File: src/srsg_pkg.sv
`timescale 1ns / 1ps

package srsg_pkg;

  localparam int unsigned PosW  = 32;
  localparam int unsigned VelW  = 16;
  localparam int unsigned MagW  = 15;
  localparam int unsigned InDW  = 56;
  localparam int unsigned OutDW = 56;

  typedef enum logic {
    OP_TICK = 1'b0,
    OP_SET  = 1'b1
  } op_t;

  typedef enum logic [1:0] {
    EV_NONE = 2'd0,
    EV_FWD  = 2'd1,
    EV_REV  = 2'd2
  } step_ev_t;

  typedef struct packed {
    op_t                    opcode;
    logic signed [PosW-1:0] target_position;
    logic signed [VelW-1:0] speed;
    logic                   toward_target;
  } item_t;

  typedef struct packed {
    step_ev_t               step_event;
    logic signed [PosW-1:0] position;
    logic signed [VelW-1:0] velocity_now;
  } result_t;

endpackage

File: src/srsg_motion.sv
`timescale 1ns / 1ps

module srsg_motion (
  input  logic                             clk,
  input  logic                             rst,
  input  logic                             advance,
  input  srsg_pkg::item_t                  item,
  input  logic [srsg_pkg::MagW-1:0]        accel_magnitude,
  output srsg_pkg::result_t                result
);

  logic signed [srsg_pkg::VelW-1:0] phase;
  logic signed [srsg_pkg::VelW-1:0] velocity;
  logic signed [srsg_pkg::VelW-1:0] acceleration;
  logic signed [srsg_pkg::PosW-1:0] step_count;
  logic signed [srsg_pkg::VelW-1:0] goal_velocity;
  logic signed [srsg_pkg::PosW-1:0] goal_position;

  logic signed [srsg_pkg::VelW-1:0] phase_next;
  logic signed [srsg_pkg::VelW-1:0] velocity_next;
  logic signed [srsg_pkg::VelW-1:0] acceleration_next;
  logic signed [srsg_pkg::PosW-1:0] step_count_next;
  logic signed [srsg_pkg::VelW-1:0] goal_velocity_next;
  logic signed [srsg_pkg::PosW-1:0] goal_position_next;

  logic signed [srsg_pkg::VelW-1:0] gv_tick;
  logic signed [srsg_pkg::VelW-1:0] v_ctl;
  logic signed [srsg_pkg::VelW-1:0] acc_ctl;
  logic signed [srsg_pkg::VelW-1:0] err;
  logic signed [srsg_pkg::VelW-1:0] mag_pos;
  logic signed [srsg_pkg::VelW-1:0] mag_neg;
  logic signed [srsg_pkg::VelW-1:0] nph;
  srsg_pkg::step_ev_t               ev;

  assign mag_pos = $signed({1'b0, accel_magnitude});
  assign mag_neg = -mag_pos;

  always_comb begin
    gv_tick = (goal_position == step_count) ? '0 : goal_velocity;
    err     = gv_tick - velocity;
    if (accel_magnitude == '0) begin
      acc_ctl = '0;
      v_ctl   = gv_tick;
    end else if (err >= mag_pos) begin
      acc_ctl = mag_pos;
      v_ctl   = velocity;
    end else if (err <= mag_neg) begin
      acc_ctl = mag_neg;
      v_ctl   = velocity;
    end else begin
      acc_ctl = '0;
      v_ctl   = gv_tick;
    end
    nph = phase + v_ctl;
    ev  = srsg_pkg::EV_NONE;
    if (v_ctl > 0) begin
      if (nph < phase) ev = srsg_pkg::EV_FWD;
    end else begin
      if (nph > phase) ev = srsg_pkg::EV_REV;
    end
  end

  always_comb begin
    phase_next         = phase;
    velocity_next      = velocity;
    acceleration_next  = acceleration;
    step_count_next    = step_count;
    goal_velocity_next = goal_velocity;
    goal_position_next = goal_position;
    result.step_event  = srsg_pkg::EV_NONE;
    if (item.opcode == srsg_pkg::OP_SET) begin
      goal_position_next = item.target_position;
      if (!item.toward_target || item.target_position > step_count) begin
        goal_velocity_next = item.speed;
      end else if (item.target_position < step_count) begin
        goal_velocity_next = -item.speed;
      end else begin
        goal_velocity_next = '0;
      end
    end else begin
      goal_velocity_next = gv_tick;
      acceleration_next  = acc_ctl;
      phase_next         = nph;
      velocity_next      = v_ctl + acc_ctl;
      result.step_event  = ev;
      case (ev)
        srsg_pkg::EV_FWD: step_count_next = step_count + 1;
        srsg_pkg::EV_REV: step_count_next = step_count - 1;
        default:          step_count_next = step_count;
      endcase
    end
    result.position     = step_count_next;
    result.velocity_now = velocity_next;
  end

  always_ff @(posedge clk) begin
    if (rst) begin
      phase         <= '0;
      velocity      <= '0;
      acceleration  <= '0;
      step_count    <= '0;
      goal_velocity <= '0;
      goal_position <= '0;
    end else if (advance) begin
      phase         <= phase_next;
      velocity      <= velocity_next;
      acceleration  <= acceleration_next;
      step_count    <= step_count_next;
      goal_velocity <= goal_velocity_next;
      goal_position <= goal_position_next;
    end
  end

endmodule

File: src/stepper_ramp_step_generator_core.sv
`timescale 1ns / 1ps
// Channel   Dir  Handshake            Payload
// s_axis    in   s_tvalid/s_tready    tuser: opcode; tdata: target, speed, toward flag
// m_axis    out  m_tvalid/m_tready    tdata: step_event, position, velocity_now
// cfg       in   cfg_we (no wait)     cfg_data: accel_magnitude
//
// One word per cycle unless m_tready stalls; input register, then result register.
// The tick update is one pass of 16/32-bit adds and compares between those registers.
// Reset (rst, synchronous) clears the motion state, the magnitude and both valid flags.
// A stalled output holds its word; the input stage keeps taking words while the
// result register is empty or being drained in the same cycle.

module stepper_ramp_step_generator_core (
  input  logic                             clk,
  input  logic                             rst,
  input  logic                             s_tvalid,
  output logic                             s_tready,
  input  logic [srsg_pkg::InDW-1:0]        s_tdata,   // target_position, speed, toward_target
  input  logic                             s_tuser,   // opcode
  output logic                             m_tvalid,
  input  logic                             m_tready,
  output logic [srsg_pkg::OutDW-1:0]       m_tdata,   // step_event, position, velocity_now
  input  logic                             cfg_we,
  input  logic [srsg_pkg::MagW-1:0]        cfg_data
);

  logic                         in_valid;
  srsg_pkg::item_t              in_item;
  logic                         advance;
  logic [srsg_pkg::MagW-1:0]    accel_magnitude;
  srsg_pkg::result_t            result;
  srsg_pkg::result_t            out_word;

  assign advance  = in_valid && (!m_tvalid || m_tready);
  assign s_tready = !in_valid || advance;

  always_ff @(posedge clk) begin
    if (rst) begin
      accel_magnitude <= '0;
    end else if (cfg_we) begin
      accel_magnitude <= cfg_data;
    end
  end

  always_ff @(posedge clk) begin
    if (rst) begin
      in_valid <= 1'b0;
    end else if (s_tready) begin
      in_valid <= s_tvalid;
    end
  end

  always_ff @(posedge clk) begin
    if (s_tvalid && s_tready) begin
      in_item.opcode          <= srsg_pkg::op_t'(s_tuser);
      in_item.target_position <= s_tdata[31:0];
      in_item.speed           <= s_tdata[47:32];
      in_item.toward_target   <= s_tdata[48];
    end
  end

  srsg_motion u_motion (
    .clk             (clk),
    .rst             (rst),
    .advance         (advance),
    .item            (in_item),
    .accel_magnitude (accel_magnitude),
    .result          (result)
  );

  always_ff @(posedge clk) begin
    if (rst) begin
      m_tvalid <= 1'b0;
    end else if (advance) begin
      m_tvalid <= 1'b1;
    end else if (m_tready) begin
      m_tvalid <= 1'b0;
    end
  end

  always_ff @(posedge clk) begin
    if (advance) begin
      out_word <= result;
    end
  end

  assign m_tdata = {6'b0, out_word.velocity_now, out_word.position, out_word.step_event};

  a_ev_code: assert property (@(posedge clk) disable iff (rst)
    m_tvalid |-> (m_tdata[1:0] != 2'b11))
    else $error("illegal step event code");

  a_rst_clear: assert property (@(posedge clk)
    rst |=> !m_tvalid)
    else $error("result valid after reset");

  a_stall_only: assert property (@(posedge clk) disable iff (rst)
    !s_tready |-> (m_tvalid && !m_tready))
    else $error("input stalled without output back-pressure");

  a_set_no_step: assert property (@(posedge clk) disable iff (rst)
    (advance && in_item.opcode == srsg_pkg::OP_SET) |=> (m_tdata[1:0] == srsg_pkg::EV_NONE))
    else $error("set-target word produced a step");

endmodule
File: config.mk
export PLATFORM = sky130hd
export DESIGN_NAME = stepper_ramp_step_generator_core
export DESIGN_NICKNAME = d
export VERILOG_FILES = /design/src/srsg_pkg.sv /design/src/srsg_motion.sv /design/src/stepper_ramp_step_generator_core.sv
export SDC_FILE = /design/constraint.sdc
export NUM_CORES = 1
export LEC_CHECK = 0
export BUFFER_PORTS_ARGS = -buffer_cell sky130_fd_sc_hd__clkbuf_2
export CORE_ASPECT_RATIO = 2
export CORE_UTILIZATION = 40
export CTS_CLUSTER_SIZE = 10
export DETAILED_ROUTE_END_ITERATION = 7
export GPL_TIMING_DRIVEN = 0
export SLEW_MARGIN = 40
export SYNTH_ARGS = -nofsm -noshare
export SYNTH_HDL_FRONTEND = slang
export SYNTH_SLANG_ARGS = --single-unit
export TNS_END_PERCENT = 30
File: constraint.sdc
create_clock -name clk -period 27.9 [get_ports clk]
set_clock_uncertainty 0.1 [all_clocks]
set_input_delay 1.395 -clock clk [delete_from_list [all_inputs] [get_ports clk]]
set_output_delay 1.395 -clock clk [all_outputs]
set_load 0.05 [all_outputs]
# Word level (Yosys, flattened, before mapping)
# Cells that the tools add are included.
[op_classes]
order_cmp = 7
eq_ne = 3
muxes = 18
bitwise = 1
n_reduce_logical = 12
add_sub_neg = 7
[op_table]
columns = ["operator", "count"]
rows = [
  ["$mux W16", 11],
  ["$pmux W32 S2", 1],
  ["$add A16 B16 Y16", 2],
  ["$add A32 B2 Y32 const B", 1],
  ["$eq A32 B32 Y1", 1],
  ["$gt A32 B32 Y1", 1],
  ["$lt A32 B32 Y1", 1],
  ["$mux W32", 1],
  ["$sub A32 B2 Y32 const B", 1],
  ["$ge A16 B16 Y1", 1],
  ["$gt A16 B1 Y1 const B", 1],
  ["$gt A16 B16 Y1", 1],
  ["$le A16 B16 Y1", 1],
  ["$lt A16 B16 Y1", 1],
  ["$neg A15 Y16", 1],
  ["$neg A16 Y16", 1],
  ["$sub A16 B16 Y16", 1],
  ["$logic_not A15 Y1", 1],
  ["$mux W2", 2],
  ["$reduce_and A2 Y1", 2],
  ["$logic_not A1 Y1", 3],
  ["$logic_or A1 B1 Y1", 3],
  ["$mux W1", 3],
  ["$eq A2 B1 Y1 const B", 1],
  ["4 further kinds", 5],
]
[word_totals]
register_bits = 229
output_inout_bits = 58
in_bits = 77
elab_cells = 63

# Logic depth before layout (Yosys ltp)
[logic_depth]
word_depth = 14
ltp_mapped = 62
ltp_nobuf = 59

# Cells and area by module
# Synthesis repeated with hierarchy kept, for this count alone.
[unflattened]
cells_unflattened = 1722
area_unflattened_um2 = 15253.4
[by_module_without_submodules]
columns = ["mod", "seq_area_each_um2", "instances", "area_per_inst_um2", "cells_per_inst"]
rows = [
  ["srsg_motion", 2242.2, 1, 11569.8, 1556],
  ["stepper_ramp_step_generator_core", 3343.2, 1, 3683.5, 166],
]

# Least setup slack after synthesis
# OpenSTA, ideal clock, no wires.
[synth_timing]
path_kind = "reg2reg"
from = "register u_motion.step_count[0] in the netlist's numbering"
to = "register u_motion.step_count[22] in the netlist's numbering"
t_arrival_ns = 12.457
path_buffers = 2
required_ns = 27.705
setup_ns = 0.095
slack_ns = 15.247
stages_incl_launch_ff = 55
synth_period_minus_slack_ns = 12.653
cell_sequence = "dfxtp_1 buf_2 xnor2_1 nand4_1 nor4_1 nand2_1 clkbuf_1 and2_1 ha_1 nor2b_1 o21ai_0 a21boi_0 o21ai_0 a21boi_0 o21ai_0 a21o_1 a21oi_1 or4_1 (+19 left out) ha_1 nand4_1 or2_2 o21bai_1 mux2_2 or2_1 ha_1 fa_1 a21o_1 a21o_1 a2111o_1 a31oi_4 o31a_4 o21bai_1 a21o_1 a311o_1 or4b_1 o311ai_1"
[synth_via]
elab_chain_cells = 14
word_cells_on_any_way = 21
cone_classes = "add/sub (4); order compare (5); eq/ne (3); mux (9)"
[synth_rtl]
columns = ["element", "line_no", "text"]
rows = [
  ["start: declaration", "srsg_motion.sv:15", "logic signed [srsg_pkg::PosW-1:0] step_count;"],
  ["start signal: assignment", "srsg_motion.sv:108", "step_count <= step_count_next;"],
  ["$eq A32 B32 Y1 (*)", "srsg_motion.sv:39", "gv_tick = (goal_position == step_count) ? '0 : goal_velocity;"],
  ["$mux W16 (*)", "srsg_motion.sv:39", ""],
  ["$sub A16 B16 Y16", "srsg_motion.sv:40", "err = gv_tick - velocity;"],
  ["$le A16 B16 Y1", "srsg_motion.sv:47", "end else if (err <= mag_neg) begin"],
  ["$mux W16", "srsg_motion.sv:47", ""],
  ["$mux W16", "srsg_motion.sv:44", "end else if (err >= mag_pos) begin"],
  ["$mux W16 (*)", "srsg_motion.sv:41", "if (accel_magnitude == '0) begin"],
  ["$add A16 B16 Y16 (*)", "srsg_motion.sv:54", "nph = phase + v_ctl;"],
  ["named net u_motion.nph, one bit", "srsg_motion.sv:32", "logic signed [srsg_pkg::VelW-1:0] nph;"],
  ["$lt A16 B16 Y1 / $gt A16 B16 Y1 (equally long branches)", "srsg_motion.sv:57, srsg_motion.sv:59", ""],
  ["$mux W1 / $mux W2 (equally long branches)", "srsg_motion.sv:57, srsg_motion.sv:59", ""],
  ["$mux W2 (*)", "srsg_motion.sv:56", "if (v_ctl > 0) begin"],
  ["$eq A2 B2 Y1 / $eq A2 B1 Y1 (equally long branches)", "srsg_motion.sv:86", "case (ev)"],
  ["$pmux W32 S2 (*)", "srsg_motion.sv:86", ""],
  ["$mux W32 (*)", "srsg_motion.sv:71", "if (item.opcode == srsg_pkg::OP_SET) begin"],
]
# The timed path passes the listed nets; every way through them passes the cells marked *.
# A chain may end at the register's enable or synchronous reset.

# Worst setup path after layout
[layout_timing]
from = "register u_motion.step_count[5] in the netlist's numbering"
to = "register u_motion.step_count[31] in the netlist's numbering"
# Same word-level chain as after synthesis.

==> qor.yml <==
floorplanning:
  die_w_um: 139.4
  io_pins: 135
  coreArea_mm2: 0.03716
  rows: 100
  start_util_pct: 40.63
  dieArea_mm2: 0.03858
  die_y_um: 276.8
setup_path:
  r2r_slack_ps: 11950
  arrival_ps: 16320
  cp-start-kind: "flop"
  path_max_fanout: 23
  required_ps: 28270
  rr_startpoint: "u_motion.step_count[5]"
  r2r_cells: 54
  crit_type: "flop to flop"
  critical-path-slowest-cell: "a2111oi_0"
  r2r_end: "u_motion.step_count[31]"
  end_kind: "flop"
  max_stage_delay_ps: 630
synthesis:
  ys_seq_elements: 229
  synth_ff_type: "dfxtp_1"
  seq_area_frac_synth_pct: 36.99
  ys_warn_count: 0
  syn_area_mm2: 0.01510
  syn_inst: 1748
  synth.avg_cell_area_um2: 8.638
  ys_async_sr_fraction_pct: 0
  synthDistinctLibCells: 72
  synth-edff-count: 100
cells_and_area:
  nNetsFinal: 2141
  area_delta_synth_final_pct: 13.66
  drive_above_1_share_pct: 9.823
  multi_input_area_mm2: 0.008828
  regArea_mm2: 0.005585
  antenna-diode-count: 0
  final_common_cell: "nand2_1"
  final_cell_mix: "nand2_1, a21oi_1, ha_1"
  fillers: 3625
clock_network:
  h-tree-depth: 1
  cts_setup_buffers: 0
  cts_buffers: 27
  cts_tree: "yes"
  holdBufCountCts: 0
  cts.sinks: 229
  clk_latency_ps: 550
  cts_buffer_depth: 3
  cts.clk_slew.worst_paths_ps: 70
  cts_resized: 0
  root_buffer: "clkbuf_16"
placement:
  io_buffers: 120
  gp_congestion: 0.9611
  dp_hpwl_um: 41350
grt:
  antenna_found_initial: 0
  grt_pass1_wl_um: 75640
  grtUsageMet1_pct: 21.61
  grt_max_degree: 42
  track_usage_pct: 26.23
  use_met2_pct: 51.05
  grt_pass1_vias: 13406
  overflow: 0
  busiest_layer: "met2"
  met3_usage_pct: 2.905
sta:
  slew_headroom_pct: 38.03
  rsz0062_at_grt: "false"
  hold_viol_final: 0
  min_period_ps: 15950
  tightest_slew_ps: 929.5
  hold_slack_ps: 371.0
  finalSetupViolCount: 0
  slew_viol_final: 0
  setup_tns_ps: 0
  fin_crit_sh_pct: 57.17
  max_freq_mhz: 62.70
worst_hold_path:
  min_path_type: "flop to flop"
  holdPathStages: 2
  hold_start: "u_motion.goal_position[6]"
  holdPathEnd: "u_motion.goal_position[6]"
detailed_routing:
  viasPerCell: 5.620
  drt_wl_total_um: 50630
  drtPass1Iterations: 5
  wl_per_cell_um: 21.25
  first_iter_violations: 725
  vias: 13393
  final_antenna_net_count: 0
  drc: 0
run_status:
  status: "completed"
run:
  drv_cap: 0
-- cells by family (layout without fill, tap and decap cells) --
kind of cell / after synthesis / count (layout) / synth area share (%)
adder cells (fa/ha/maj): 159 / 159 / 13.37
multiplexers: 23 / 23 / 1.566
XOR/XNOR: 128 / 128 / 7.516
AO/OA/AOI/OAI: 464 / 464 / 18.98
AND/OR/NAND/NOR: 561 / 561 / 16.82
flip-flops: 229 / 229 / 36.99
buffers and inverters: 183 / 354 / 4.731
other: 1 / 6 / 0.02484
-- flip-flops by register name (all words and copies together) (netlist names) --
name and flops:
m_tvalid 1, u_motion.phase 16, u_motion.step_count 32, m_tdata 50
u_motion.goal_velocity 16, u_motion.goal_position 32, in_item 50, in_valid 1
accel_magnitude 15, u_motion.velocity 16
-- how the worst max path moves through the flow --
stage / cells past startpoint / slack [ps] / startpoint / to
global placement: 54 / 11160 / u_motion.step_count[2] / m_tdata[33]
detailed placement: 54 / 12200 / u_motion.step_count[2] / m_tdata[33]
floorplan: 54 / 15250 / u_motion.step_count[0] / u_motion.step_count[22]
global route: 55 / 11450 / u_motion.step_count[2] / u_motion.step_count[31]
CTS: 54 / 12120 / u_motion.step_count[2] / m_tdata[33]
finish: 54 / 11950 / u_motion.step_count[5] / u_motion.step_count[31]
-- per-stage QoR --
step	utilization (%)	cells	cell area [um2]	setup slack [ps]
2_1_floorplan	-	1753	15120	15250
4_1_cts	46.18	2383	17160	12120
5_1_grt	46.18	2383	17160	11450
6_report	46.18	2383	17160	11950
3_5_place_dp	44.09	2335	16390	12200
3_3_place_gp	43.85	2332	16290	11160
-- synth_stat cells, types with 3 or more instances --
cell type,number,area (um2)
o31ai_1,7,52.55
o21a_1,19,142.6
buf_1,9,33.78
o211ai_1,12,90.09
o21ai_0,102,510.5
nor3_1,31,155.2
nand4_1,32,200.2
buf_4,6,45.04
or4_1,6,45.04
o311ai_0,3,26.28
nor2_1,112,420.4
o31a_1,3,26.28
o22ai_1,3,18.77
a211o_1,6,52.55
mux2i_1,18,180.2
nand3_1,24,120.1
clkbuf_1,48,180.2
inv_1,116,435.4
nor3b_1,5,37.54
edfxtp_1,100,3003
a31oi_1,5,31.28
xor2_1,26,227.7
mux2_2,4,45.04
o21bai_1,7,52.55
a211oi_1,34,255.2
nand2_1,261,979.7
a21o_1,51,382.9
buf_2,4,20.02
a31o_2,4,35.03
and3_1,9,56.30
or2_2,4,25.02
nor4_1,13,81.33
dfxtp_1,129,2582
o41ai_1,4,35.03
nand2b_1,9,56.30
o21ai_1,18,90.09
or3_1,15,93.84
a21oi_1,161,805.8
fa_1,4,80.08
nor2b_1,12,75.07
ha_1,155,1939
and2_1,20,125.1
xnor2_1,101,884.6
-- routing by layer --
| metal | up-vias | wire, um |
|---|---|---|
| met5 | - | 0 |
| met4 | 0 | 5913 |
| met3 | 222 | 1662 |
| met2 | 409 | 27520 |
| met1 | 6241 | 15540 |
| li1 | 6521 | - |
-- critical path, delay by kind of cell (launching register included) --
family / cells / cell delay, ps
XOR/XNOR: 1 / 530
AND/OR/NAND/NOR: 17 / 4500
adder cells (fa/ha/maj): 6 / 2080
flip-flops: 1 / 350
buffers and inverters: 4 / 1050
AO/OA/AOI/OAI: 25 / 6830
multiplexers: 1 / 390
-- final cells by class --
class / count / area share (%)
Timing Repair Buffer: 123 / 3.937
Inverter: 116 / 2.537
Multi-Input combinational cell: 1341 / 51.44
Buffer: 67 / 1.670
Sequential cell: 229 / 32.55
Clock inverter: 1 / 0.02916
Clock buffer: 47 / 4.491
Tap cell: 459 / 3.346
Power is not shown: default switching activity piles up to over one toggle a cycle in this logic, so the estimate is an artifact.
